==> src/hdl/slc_pkg.sv <==
// Shared constants, types and codes for the shelf load cell item counter.
// Used by the divider, the slot bank and the top level; depends on nothing.
package slc_pkg;

    localparam int NumSlots = 8;
    localparam int RawBits  = 24;
    localparam int SlotInW  = 3;
    localparam int SlotW    = $clog2(NumSlots);
    localparam int CntW     = 24;
    localparam int DivW     = RawBits + 1;
    localparam int StepW    = $clog2(DivW + 1);
    localparam int GramsW   = 21;
    localparam int OpW      = 2;
    localparam int KnownW   = 10;
    localparam int StatusW  = 2;
    localparam int RpgW     = 8;

    localparam logic [RpgW-1:0] RpgReset = RpgW'(22);
    localparam logic [CntW-1:0] CntMax   = '1;
    localparam logic [DivW-1:0] GramsPosLimit = DivW'((1 << (GramsW - 1)) - 1);
    localparam logic [DivW-1:0] GramsNegLimit = DivW'(1 << (GramsW - 1));

    localparam logic [OpW-1:0] OP_READING = 2'd0;
    localparam logic [OpW-1:0] OP_TARE    = 2'd1;
    localparam logic [OpW-1:0] OP_UNIT    = 2'd2;

    localparam logic [StatusW-1:0] ST_OK     = 2'd0;
    localparam logic [StatusW-1:0] ST_REJECT = 2'd1;
    localparam logic [StatusW-1:0] ST_UNCAL  = 2'd2;

    typedef enum logic [2:0] {
        S_IDLE,
        S_LOAD,
        S_START,
        S_WAIT,
        S_FINISH
    } state_t;

    typedef struct packed {
        logic               tare_we;
        logic               unit_we;
        logic               count_we;
        logic [SlotW-1:0]   slot;
        logic [RawBits-1:0] tare;
        logic [CntW-1:0]    unit;
        logic [CntW-1:0]    count;
    } bank_wr_t;

    typedef struct packed {
        logic [RawBits-1:0] tare;
        logic [CntW-1:0]    unit;
        logic [CntW-1:0]    count;
    } bank_rd_t;

endpackage

==> src/hdl/slc_divider.sv <==
// Restoring bit-serial unsigned divider, one quotient bit per clock.
// Depends on slc_pkg for the dividend, divisor and step counter widths.
module slc_divider
(
    input  logic                        clk,
    input  logic                        rst_n,
    input  logic                        start,
    input  logic [slc_pkg::DivW-1:0]    dividend,
    input  logic [slc_pkg::CntW-1:0]    divisor,
    output logic                        busy,
    output logic [slc_pkg::DivW-1:0]    quotient
);

    logic                         busy_reg;
    logic                         busy_next;
    logic [slc_pkg::StepW-1:0]    step_reg;
    logic [slc_pkg::StepW-1:0]    step_next;
    logic [slc_pkg::CntW-1:0]     rem_reg;
    logic [slc_pkg::CntW-1:0]     rem_next;
    logic [slc_pkg::DivW-1:0]     quo_reg;
    logic [slc_pkg::DivW-1:0]     quo_next;
    logic [slc_pkg::CntW-1:0]     dvs_reg;
    logic [slc_pkg::CntW-1:0]     dvs_next;
    logic [slc_pkg::CntW:0]       trial;
    logic [slc_pkg::CntW:0]       diff;
    logic                         take;

    assign trial = {rem_reg, quo_reg[slc_pkg::DivW-1]};
    assign diff  = trial - {1'b0, dvs_reg};
    assign take  = ~diff[slc_pkg::CntW];

    always_comb
    begin
        busy_next = busy_reg;
        step_next = step_reg;
        rem_next  = rem_reg;
        quo_next  = quo_reg;
        dvs_next  = dvs_reg;
        if (start)
        begin
            busy_next = 1'b1;
            step_next = slc_pkg::StepW'(slc_pkg::DivW);
            rem_next  = '0;
            quo_next  = dividend;
            dvs_next  = divisor;
        end
        else if (busy_reg)
        begin
            rem_next  = take ? diff[slc_pkg::CntW-1:0] : trial[slc_pkg::CntW-1:0];
            quo_next  = {quo_reg[slc_pkg::DivW-2:0], take};
            step_next = step_reg - slc_pkg::StepW'(1);
            if (step_reg == slc_pkg::StepW'(1))
            begin
                busy_next = 1'b0;
            end
        end
    end

    always_ff @(posedge clk or negedge rst_n)
    begin
        if (!rst_n)
        begin
            busy_reg <= 1'b0;
            step_reg <= '0;
        end
        else
        begin
            busy_reg <= busy_next;
            step_reg <= step_next;
        end
    end

    always_ff @(posedge clk)
    begin
        rem_reg <= rem_next;
        quo_reg <= quo_next;
        dvs_reg <= dvs_next;
    end

    assign busy     = busy_reg;
    assign quotient = quo_reg;

endmodule

==> src/hdl/slc_slot_bank.sv <==
// Per-slot state: tare reading, per-item raw weight and item count, cleared at reset.
// Depends on slc_pkg for the read and write structs.
module slc_slot_bank
(
    input  logic                        clk,
    input  logic                        rst_n,
    input  logic [slc_pkg::SlotW-1:0]   rd_slot,
    input  slc_pkg::bank_wr_t           wr,
    output slc_pkg::bank_rd_t           rd
);

    logic [slc_pkg::RawBits-1:0] tare_reg  [slc_pkg::NumSlots];
    logic [slc_pkg::CntW-1:0]    unit_reg  [slc_pkg::NumSlots];
    logic [slc_pkg::CntW-1:0]    count_reg [slc_pkg::NumSlots];

    always_ff @(posedge clk or negedge rst_n)
    begin
        if (!rst_n)
        begin
            for (int i = 0; i < slc_pkg::NumSlots; i++)
            begin
                tare_reg[i]  <= '0;
                unit_reg[i]  <= '0;
                count_reg[i] <= '0;
            end
        end
        else
        begin
            if (wr.tare_we)
            begin
                tare_reg[wr.slot] <= wr.tare;
            end
            if (wr.unit_we)
            begin
                unit_reg[wr.slot] <= wr.unit;
            end
            if (wr.count_we)
            begin
                count_reg[wr.slot] <= wr.count;
            end
        end
    end

    assign rd.tare  = tare_reg[rd_slot];
    assign rd.unit  = unit_reg[rd_slot];
    assign rd.count = count_reg[rd_slot];

endmodule

==> src/hdl/shelf_load_cell_item_counter_top.sv <==
// Top level of the shelf load cell item counter: control, two dividers and the slot bank.
// Depends on slc_pkg, slc_divider and slc_slot_bank.
//
// One word is taken at a time. After acceptance the block forms the tared load, starts
// the dividers, runs 25 bit-serial divide steps, sees the dividers finish, and then
// writes the slot and the output register and returns to idle for the next word. The
// two 25-step bit-serial dividers run side by side for the count and the grams. A new
// word is accepted as soon as the block is idle, even while a result still waits in the
// output register; it is held at its final step until that result is taken.
module shelf_load_cell_item_counter_top
(
    input  logic                               clk,
    input  logic                               rst_n,
    input  logic                               cfg_we,
    input  logic [slc_pkg::RpgW-1:0]           cfg_wdata,
    input  logic                               in_valid,
    output logic                               in_ready,
    input  logic [slc_pkg::OpW-1:0]            op,
    input  logic [slc_pkg::SlotInW-1:0]        slot,
    input  logic signed [slc_pkg::RawBits-1:0] raw,
    input  logic [slc_pkg::KnownW-1:0]         known_count,
    output logic                               out_valid,
    input  logic                               out_ready,
    output logic [slc_pkg::CntW-1:0]           item_count,
    output logic signed [slc_pkg::GramsW-1:0]  approx_grams,
    output logic [slc_pkg::StatusW-1:0]        status,
    output logic                               restock_event,
    output logic [slc_pkg::CntW-1:0]           previous_count,
    output logic [slc_pkg::CntW-1:0]           unit_weight,
    output logic                               calibrated
);

    slc_pkg::state_t               state_reg;
    slc_pkg::state_t               state_next;
    logic [slc_pkg::RpgW-1:0]      rpg_reg;
    logic [slc_pkg::OpW-1:0]       op_reg;
    logic [slc_pkg::SlotInW-1:0]   slot_reg;
    logic [slc_pkg::RawBits-1:0]   raw_reg;
    logic [slc_pkg::KnownW-1:0]    known_reg;
    logic [slc_pkg::DivW-1:0]      load_reg;
    logic [slc_pkg::DivW-1:0]      load_next;

    logic                          out_valid_reg;
    logic [slc_pkg::CntW-1:0]      item_count_reg;
    logic [slc_pkg::CntW-1:0]      item_count_next;
    logic [slc_pkg::GramsW-1:0]    grams_reg;
    logic [slc_pkg::GramsW-1:0]    grams_next;
    logic [slc_pkg::StatusW-1:0]   status_reg;
    logic [slc_pkg::StatusW-1:0]   status_next;
    logic                          restock_reg;
    logic                          restock_next;
    logic [slc_pkg::CntW-1:0]      prev_reg;
    logic [slc_pkg::CntW-1:0]      prev_next;
    logic [slc_pkg::CntW-1:0]      unit_out_reg;
    logic [slc_pkg::CntW-1:0]      unit_out_next;
    logic                          out_load;

    slc_pkg::bank_wr_t             wr;
    slc_pkg::bank_rd_t             rd;

    logic                          div_start;
    logic                          cnt_busy;
    logic                          g_busy;
    logic [slc_pkg::DivW-1:0]      cnt_dividend;
    logic [slc_pkg::CntW-1:0]      cnt_divisor;
    logic [slc_pkg::DivW-1:0]      cnt_q;
    logic [slc_pkg::DivW-1:0]      g_dividend;
    logic [slc_pkg::CntW-1:0]      g_divisor;
    logic [slc_pkg::DivW-1:0]      g_q;

    logic                          accept;
    logic                          slot_ok;
    logic                          load_neg;
    logic [slc_pkg::DivW-1:0]      load_mag;
    logic [slc_pkg::DivW-1:0]      cnt_sum;
    logic [slc_pkg::CntW-1:0]      cnt_sat;
    logic [slc_pkg::GramsW-1:0]    grams_val;

    assign accept   = in_valid & in_ready;
    assign in_ready = (state_reg == slc_pkg::S_IDLE);
    assign slot_ok  = (32'(slot_reg) < slc_pkg::NumSlots);
    assign load_neg = load_reg[slc_pkg::DivW-1];
    assign load_mag = load_neg ? ('0 - load_reg) : load_reg;
    assign cnt_sum  = load_reg + {2'b00, rd.unit[slc_pkg::CntW-1:1]};
    assign cnt_sat  = cnt_q[slc_pkg::DivW-1] ? slc_pkg::CntMax : cnt_q[slc_pkg::CntW-1:0];

    always_comb
    begin
        if (op_reg == slc_pkg::OP_UNIT)
        begin
            cnt_dividend = load_reg;
            cnt_divisor  = (known_reg == '0) ? slc_pkg::CntW'(1)
                                             : slc_pkg::CntW'(known_reg);
        end
        else
        begin
            cnt_dividend = cnt_sum;
            cnt_divisor  = (rd.unit == '0) ? slc_pkg::CntW'(1) : rd.unit;
        end
        g_dividend = load_mag;
        g_divisor  = (rpg_reg == '0) ? slc_pkg::CntW'(1) : slc_pkg::CntW'(rpg_reg);
    end

    always_comb
    begin
        if (!load_neg && g_q > slc_pkg::GramsPosLimit)
        begin
            grams_val = slc_pkg::GramsPosLimit[slc_pkg::GramsW-1:0];
        end
        else if (load_neg && g_q > slc_pkg::GramsNegLimit)
        begin
            grams_val = slc_pkg::GramsNegLimit[slc_pkg::GramsW-1:0];
        end
        else if (load_neg)
        begin
            grams_val = '0 - g_q[slc_pkg::GramsW-1:0];
        end
        else
        begin
            grams_val = g_q[slc_pkg::GramsW-1:0];
        end
    end

    slc_divider u_cnt_div
    (
        .clk      (clk),
        .rst_n    (rst_n),
        .start    (div_start),
        .dividend (cnt_dividend),
        .divisor  (cnt_divisor),
        .busy     (cnt_busy),
        .quotient (cnt_q)
    );

    slc_divider u_grams_div
    (
        .clk      (clk),
        .rst_n    (rst_n),
        .start    (div_start),
        .dividend (g_dividend),
        .divisor  (g_divisor),
        .busy     (g_busy),
        .quotient (g_q)
    );

    slc_slot_bank u_bank
    (
        .clk     (clk),
        .rst_n   (rst_n),
        .rd_slot (slot_reg[slc_pkg::SlotW-1:0]),
        .wr      (wr),
        .rd      (rd)
    );

    always_comb
    begin
        state_next      = state_reg;
        load_next       = load_reg;
        div_start       = 1'b0;
        out_load        = 1'b0;
        wr              = '0;
        wr.slot         = slot_reg[slc_pkg::SlotW-1:0];
        wr.tare         = raw_reg;
        wr.unit         = cnt_sat;
        wr.count        = rd.count;
        status_next     = slc_pkg::ST_OK;
        restock_next    = 1'b0;
        grams_next      = '0;
        prev_next       = rd.count;
        item_count_next = rd.count;
        unit_out_next   = rd.unit;
        unique case (state_reg)
            slc_pkg::S_IDLE:
            begin
                if (in_valid)
                begin
                    state_next = slc_pkg::S_LOAD;
                end
            end
            slc_pkg::S_LOAD:
            begin
                load_next  = {raw_reg[slc_pkg::RawBits-1], raw_reg}
                           - {rd.tare[slc_pkg::RawBits-1], rd.tare};
                state_next = slc_pkg::S_START;
            end
            slc_pkg::S_START:
            begin
                div_start  = 1'b1;
                state_next = slc_pkg::S_WAIT;
            end
            slc_pkg::S_WAIT:
            begin
                if (!cnt_busy && !g_busy)
                begin
                    state_next = slc_pkg::S_FINISH;
                end
            end
            slc_pkg::S_FINISH:
            begin
                if (!out_valid_reg || out_ready)
                begin
                    out_load   = 1'b1;
                    state_next = slc_pkg::S_IDLE;
                    if (!slot_ok)
                    begin
                        status_next   = slc_pkg::ST_REJECT;
                        prev_next     = '0;
                        unit_out_next = '0;
                    end
                    else
                    begin
                        unique case (op_reg)
                            slc_pkg::OP_READING:
                            begin
                                grams_next = grams_val;
                                if (rd.unit != '0)
                                begin
                                    wr.count_we  = 1'b1;
                                    wr.count     = load_neg ? '0 : cnt_sat;
                                    restock_next = (wr.count != rd.count);
                                end
                                else
                                begin
                                    status_next = slc_pkg::ST_UNCAL;
                                end
                            end
                            slc_pkg::OP_TARE:
                            begin
                                wr.tare_we = 1'b1;
                            end
                            slc_pkg::OP_UNIT:
                            begin
                                if (known_reg == '0 || load_neg || load_reg == '0)
                                begin
                                    status_next = slc_pkg::ST_REJECT;
                                end
                                else
                                begin
                                    wr.unit_we    = 1'b1;
                                    wr.count_we   = 1'b1;
                                    wr.count      = slc_pkg::CntW'(known_reg);
                                    unit_out_next = cnt_sat;
                                end
                            end
                            default:
                            begin
                                status_next = slc_pkg::ST_REJECT;
                            end
                        endcase
                    end
                    item_count_next = slot_ok ? wr.count : '0;
                end
            end
            default:
            begin
                state_next = slc_pkg::S_IDLE;
            end
        endcase
    end

    always_ff @(posedge clk or negedge rst_n)
    begin
        if (!rst_n)
        begin
            state_reg     <= slc_pkg::S_IDLE;
            rpg_reg       <= slc_pkg::RpgReset;
            out_valid_reg <= 1'b0;
        end
        else
        begin
            state_reg <= state_next;
            if (cfg_we)
            begin
                rpg_reg <= cfg_wdata;
            end
            if (out_load)
            begin
                out_valid_reg <= 1'b1;
            end
            else if (out_ready)
            begin
                out_valid_reg <= 1'b0;
            end
        end
    end

    always_ff @(posedge clk)
    begin
        if (accept)
        begin
            op_reg    <= op;
            slot_reg  <= slot;
            raw_reg   <= raw;
            known_reg <= known_count;
        end
        load_reg <= load_next;
        if (out_load)
        begin
            item_count_reg <= item_count_next;
            grams_reg      <= grams_next;
            status_reg     <= status_next;
            restock_reg    <= restock_next;
            prev_reg       <= prev_next;
            unit_out_reg   <= unit_out_next;
        end
    end

    assign out_valid      = out_valid_reg;
    assign item_count     = item_count_reg;
    assign approx_grams   = grams_reg;
    assign status         = status_reg;
    assign restock_event  = restock_reg;
    assign previous_count = prev_reg;
    assign unit_weight    = unit_out_reg;
    assign calibrated     = (unit_out_reg != '0);

    a_restock_ok: assert property (@(posedge clk) disable iff (!rst_n)
        out_valid && restock_event |-> status == slc_pkg::ST_OK)
        else $error("Restock event flagged on a word that was not a good reading.");

    a_div_lockstep: assert property (@(posedge clk) disable iff (!rst_n)
        cnt_busy == g_busy)
        else $error("The count and grams dividers lost step.");

    a_accept_load: assert property (@(posedge clk) disable iff (!rst_n)
        in_valid && in_ready |=> state_reg == slc_pkg::S_LOAD)
        else $error("An accepted word did not start its load step.");

    a_uncal_flags: assert property (@(posedge clk) disable iff (!rst_n)
        out_valid && status == slc_pkg::ST_UNCAL |-> !calibrated && !restock_event)
        else $error("Uncalibrated reading reported a calibrated slot or a restock.");

endmodule

==> config.mk <==
export PLATFORM = sky130hd
export DESIGN_NAME = shelf_load_cell_item_counter_top
export DESIGN_NICKNAME = d
export VERILOG_FILES = /design/src/hdl/slc_pkg.sv /design/src/hdl/slc_divider.sv /design/src/hdl/slc_slot_bank.sv /design/src/hdl/shelf_load_cell_item_counter_top.sv
export SDC_FILE = /design/constraint.sdc
export NUM_CORES = 2
export LEC_CHECK = 0
export BUFFER_PORTS_ARGS = -buffer_cell sky130_fd_sc_hd__buf_2
export CORE_MARGIN = 1
export CORE_UTILIZATION = 65
export DETAILED_ROUTE_END_ITERATION = 7
export GPL_TIMING_DRIVEN = 0
export PLACE_DENSITY_LB_ADDON = 0.25
export SLEW_MARGIN = 20
export SYNTH_ARGS = -nofsm -noshare
export SYNTH_HDL_FRONTEND = slang
export SYNTH_HIERARCHICAL = 1
export SYNTH_SLANG_ARGS = --single-unit
==> constraint.sdc <==
create_clock -name clk -period 9.4 [get_ports clk]
set_clock_uncertainty 0.1 [all_clocks]
set_input_delay 0 -clock clk [delete_from_list [all_inputs] [get_ports clk]]
set_output_delay 0 -clock clk [all_outputs]
set_load 0.05 [all_outputs]
=== Word-level counts from Yosys, hierarchy flattened ===
Cells that the tools add are included.

* Bits in registers: 906
* Latch bits: 0
* RAM bits: 0
* Bits in read-only memories: 0
* Input port bits: 52
* Output and inout port bits: 99
* Logic and storage cells: 176
* Memories: 0

* $add $sub $neg: 8
* Multiply operators: 0
* Div/mod/pow operators: 0
* Order comparisons: 4
* Eq/ne operators: 12
* Shift operators: 0
* Muxes and demuxes: 68
* Bitwise gates (word level): 7
* Reductions and logical operators: 27

{| class="wikitable"
|+ Operators with widths
! cell !! number
|-
| $bwmux 192 || 3
|-
| $mux 24 || 21
|-
| $bmux 24 s3 || 3
|-
| $mux 25 || 6
|-
| $demux 24 s3 || 1
|-
| $sub 25x24->25 || 2
|-
| $pmux 24 s2 || 1
|-
| $reduce_bool 24->1 || 2
|-
| $mux 21 || 2
|-
| $add 25x23->25 || 1
|-
| $gt 25x20->1 const B || 1
|-
| $gt 25x21->1 const B || 1
|-
| $logic_not 25->1 || 1
|-
| $sub 1x25->25 const A || 1
|-
| $sub 24x24->25 || 1
|-
| $logic_not 24->1 || 1
|-
| $ne 24x24->1 || 1
|-
| $sub 1x21->21 const A || 1
|-
| $mux 20 || 1
|-
| $mux 5 || 4
|-
| $mux 1 || 15
|-
| $mux 3 || 5
|-
| $pmux 3 s5 || 1
|-
| $eq 5x1->1 const B || 2
|-
| 28 further kinds || 48
|}

=== Depth between registers and ports, before layout ===
* Depth in word-level cells: 10
* Depth in mapped cells: 16
* Mapped depth without buffers: 12

=== Cells and area by module ===
The synthesis kept the hierarchy.

{| class="wikitable"
|+ Modules (own cells, without submodules)
! module !! times used !! cells each !! area each (um2) !! seq. area each (um2)
|-
| slc_slot_bank || 1 || 1,498 || 27,033.4 || 14,413.8
|-
| shelf_load_cell_item_counter_top || 1 || 1,133 || 11,155.7 || 5,108.6
|-
| slc_divider || 2 || 437 || 4,466.8 || 2,102.0
|}

=== Least setup slack after synthesis ===
Ideal clock, no wire load.

* Kind: register -> register
* From: reg state_reg[2]
* To: reg u_cnt_div.quo_reg, in the netlist u_cnt_div/quotient[0], enable pin
* Setup time: 0.380 ns
* Arrival time: 3.830 ns
* Data required time: 8.920 ns
* Slack: 5.090 ns
* Cell stages (with the launch flop): 6
* Buffers on the path: 1
* Period minus slack after synthesis: 4.310 ns
* Path through: dfrtp_1 -> nand2b_1 -> nor2_1 -> clkbuf_1 -> nor2_1 -> inv_1

* Word-level cells in the longest chain between the ends: 3

{| class="wikitable"
|+ RTL lines
! what !! line !! source
|-
| from (decl) || shelf_load_cell_item_counter_top.sv:33 || <nowiki>slc_pkg::state_t state_reg;</nowiki>
|-
| from (signal assigned) || shelf_load_cell_item_counter_top.sv:265 || <nowiki>state_reg <= slc_pkg::S_IDLE;</nowiki>
|-
| from (signal assigned) || shelf_load_cell_item_counter_top.sv:271 || <nowiki>state_reg <= state_next;</nowiki>
|-
| $eq 3x2->1 || shelf_load_cell_item_counter_top.sv:172 || <nowiki>unique case (state_reg)</nowiki>
|-
| $mux 1 || shelf_load_cell_item_counter_top.sv:172 ||
|-
| via div_start || shelf_load_cell_item_counter_top.sv:61 || <nowiki>logic div_start;</nowiki>
|-
| $reduce_bool 2->1 (no line) || -- ||
|-
| to (signal assigned) || slc_divider.sv:76 || <nowiki>quo_reg <= quo_next;</nowiki>
|-
| to (decl) || slc_divider.sv:20 || <nowiki>logic [slc_pkg::DivW-1:0] quo_reg;</nowiki>
|}

The timed path passes the listed nets, and every way through them passes these cells.
A chain may end at the register's enable or synchronous reset.

==> impl_metrics.json <==
{
  "outcome": "complete, no violations",
  "max_freq_mhz": 179,
  "cts_tree": "done",
  "vdd_drop_max_mv": 0.245,
  "gp_congestion": 0.997,
  "ys.flop_type": "dfrtp_1",
  "start_kind": "flop",
  "rsz0062_at_grt": "false",
  "path_buf_inv": 7,
  "ys_seq_elements": 906,
  "cts_sinks": 906,
  "endpoint": "u_bank/count_reg[93]$_DFFE_PN0P_",
  "min_path_type": "in -> reg",
  "clkTransAtPathRegs_ns": 0.06,
  "setup_viol": 0,
  "nets": 4040,
  "syn_area_per_cell_um2": 13.4,
  "yosysUniqueCellTypes": 104,
  "synth_cells": 3505,
  "die_area_mm2": 0.0736,
  "core_mm2": 0.0716,
  "cp.required_ns": 9.84,
  "worst_slew_pin_slew_ns": 1.24,
  "syn-cell-area_mm2": 0.0471,
  "finalNonFillerCells": 4911,
  "cp_num_cells": 15,
  "avgRoutedWirePerCell_um": 25.7,
  "syn_to_final_growth_pct": 13.9,
  "pwr-share-comb": 0.282,
  "io_pins": 151,
  "place_hpwl_um": 84200,
  "ys_seq_area_frac": 0.504,
  "r2r_setup_slack_ns": 3.82,
  "p_leak_nw": 24.3,
  "yosys.cell_count.top_type": "dfrtp_1",
  "yosysWarnings": 6,
  "clock_path_buffers": 3,
  "seqPwrFrac": 0.404,
  "drt_pass1_iterations": 6,
  "reg2regPathDepth": 15,
  "grt_pass1_vias": 32100,
  "period_share": 0.593,
  "gr-total-overflow": 0,
  "worst_path_dominant_cell_family": "buffers and inverters",
  "cpPeakStageDelay_ns": 0.96,
  "tns_ns": 0,
  "grt_pass1_wl_um": 194000,
  "critical_path.startpoint": "slot_reg[2]$_DFFE_PP_",
  "rows": 98,
  "placed_cell_area_mm2": 0.0495,
  "synth-edff-count": 258,
  "antenna_found_initial": 2,
  "start_util": 0.658,
  "synth_top_cell_area_share": 0.317,
  "synth.area.top_cells": "dfrtp_1 (32%), edfxtp_1 (16%), mux2_2 (12%)",
  "r2r_end": "u_bank/count_reg[93]$_DFFE_PN0P_",
  "r2r-start": "slot_reg[2]$_DFFE_PP_",
  "diodes": 0,
  "intPower_mw": 8.13,
  "fillerInstances": 4435,
  "portBuffers": 149,
  "route.vias.total": 31500,
  "finalWirelength_um": 126000,
  "die_w_um": 271,
  "grt_usage": 0.347,
  "clockPowerShare": 0.314,
  "min_period_ns": 5.58,
  "drive_gt1_frac": 0.332,
  "drt_iter0_drc": 3081,
  "cp_max_fo": 10,
  "maxSlewViolCount": 0,
  "cts-buffers-inserted": 94,
  "slowest_stage": "clkbuf_1",
  "drc": 0,
  "dp_slack_ns": 4.04,
  "grt_max_degree": 100,
  "max_cap_violations": 0,
  "worst_slack_ns": 3.82,
  "final_area_mm2": 0.0537,
  "yosys.area.top_type": "dfrtp_1",
  "post_drt_via_cell_ratio": 6.42,
  "crit_top_cell": "buf_2",
  "root_buffer": "clkbuf_16",
  "p_sw_mw": 4.08,
  "hold_viol": 0,
  "ys_top_cells_by_count": "dfrtp_1 (597), mux2_2 (501), edfxtp_1 (258)",
  "p_sw_frac": 0.334,
  "timing.slew.headroom": 0.170,
  "path_cells": "buf_2 > clkbuf_1 > mux4_2 > mux2_2 > nor4_1 > and4_1 > nand3_1 > a21oi_4 > buf_4 > inv_1 > buf_2 > and4bb_2 > buf_2 > buf_4 > mux2_2",
  "whs_path_depth": 4,
  "dieHeight_um": 271,
  "postCtsSetupBuffers": 0,
  "cts_resized": 0,
  "async_flop_share": 0.662,
  "cts_hold_buf": 103,
  "end_kind": "flop",
  "critPathKind": "reg -> reg",
  "placed_cells": 4633,
  "cts_max_level": 3,
  "clock_latency_ns": 0.68,
  "worstPathArrival_ns": 6.02,
  "ant_nets": 0,
  "powerDensity_mw_per_mm2": 227
}
-- through the flow --
step	util	power (mW)	hold slack, ns
after floorplan	-	7.29	-0.396
after global placement	0.686	8.17	0.0761
after detailed placement	0.691	8.29	-0.161
after CTS	0.749	12.1	0.0743
after global routing	0.749	12.7	0.118
final	0.749	12.2	0.0851
-- metal layers --
layer / wire, µm / track usage / part of all wire / up-vias
li1: - / - / - / 13800
met1: 51000 / 0.473 / 0.40 / 16000
met2: 60400 / 0.558 / 0.48 / 1410
met3: 9640 / 0.0591 / 0.076 / 295
met4: 5400 / 0.143 / 0.043 / 0
met5: 0 / 0 / 0 / -
-- tightest hold or removal path: stages --
cell and delay (ns):
dlygate4sd3_1 0.52, buf_2 0.11, o21bai_1 0.06, a21oi_1 0.11
-- cells by family (layout without fill, tap and decap cells) --
family	Yosys count	in the layout	share of synthesized area
flops	906	906	0.504
compound gates	484	484	0.0716
xor+xnor	126	126	0.0234
simple gates	692	692	0.0786
other cells	1	16	0.0000796
buf+inv	332	773	0.0391
mux	858	858	0.255
fa+ha+maj	106	106	0.0288
-- layout make-up --
type	count	area [µm²]	area share
Inverter	140	531	0.00989
Multi-Input combinational cell	2282	21600	0.403
Clock buffer	134	2610	0.0486
Sequential cell	906	23700	0.442
Tap cell	950	1190	0.0222
Clock inverter	41	549	0.0102
Buffer	192	1320	0.0245
Timing Repair Buffer	266	2110	0.0394
-- how the worst min path moves through the flow --
stage	start	end	slack, ns
3_3_place_gp	known_count[1]	known_reg[1]$_DFFE_PP_	0.08
3_5_place_dp	rst_n	state_reg[2]$_DFFE_PN0P_	-0.16
4_1_cts	in_valid	state_reg[0]$_DFFE_PN0P_	0.07
5_1_grt	out_ready	out_valid$_DFFE_PN0P_	0.12
2_1_floorplan	rst_n	out_valid$_DFFE_PN0P_	-0.40
6_report	in_valid	state_reg[0]$_DFFE_PN0P_	0.09
-- power groups by stage --
stage	registers (mW)	logic, mW	clock network (mW)
floorplan	4.80	2.49	0
global placement	4.97	3.20	0
detailed placement	4.97	3.31	0
CTS	4.91	3.38	3.85
global route	4.96	3.76	4.02
finish	4.93	3.45	3.83
-- layout by cell type (no fill, tap or decap), drive strengths merged, types with 48 or more instances in the layout --
cell and n:
clkbuf 204, a21oi 108, ha 102, buf 286, nor2 179, xnor2 83, nand2 231, mux2 706
inv 144, o21ai 96, dlygate4sd3 102, dfxtp 48, dfrtp 597, edfxtp 258, mux4 144
Note: power is estimated with default switching activity, not from simulation.
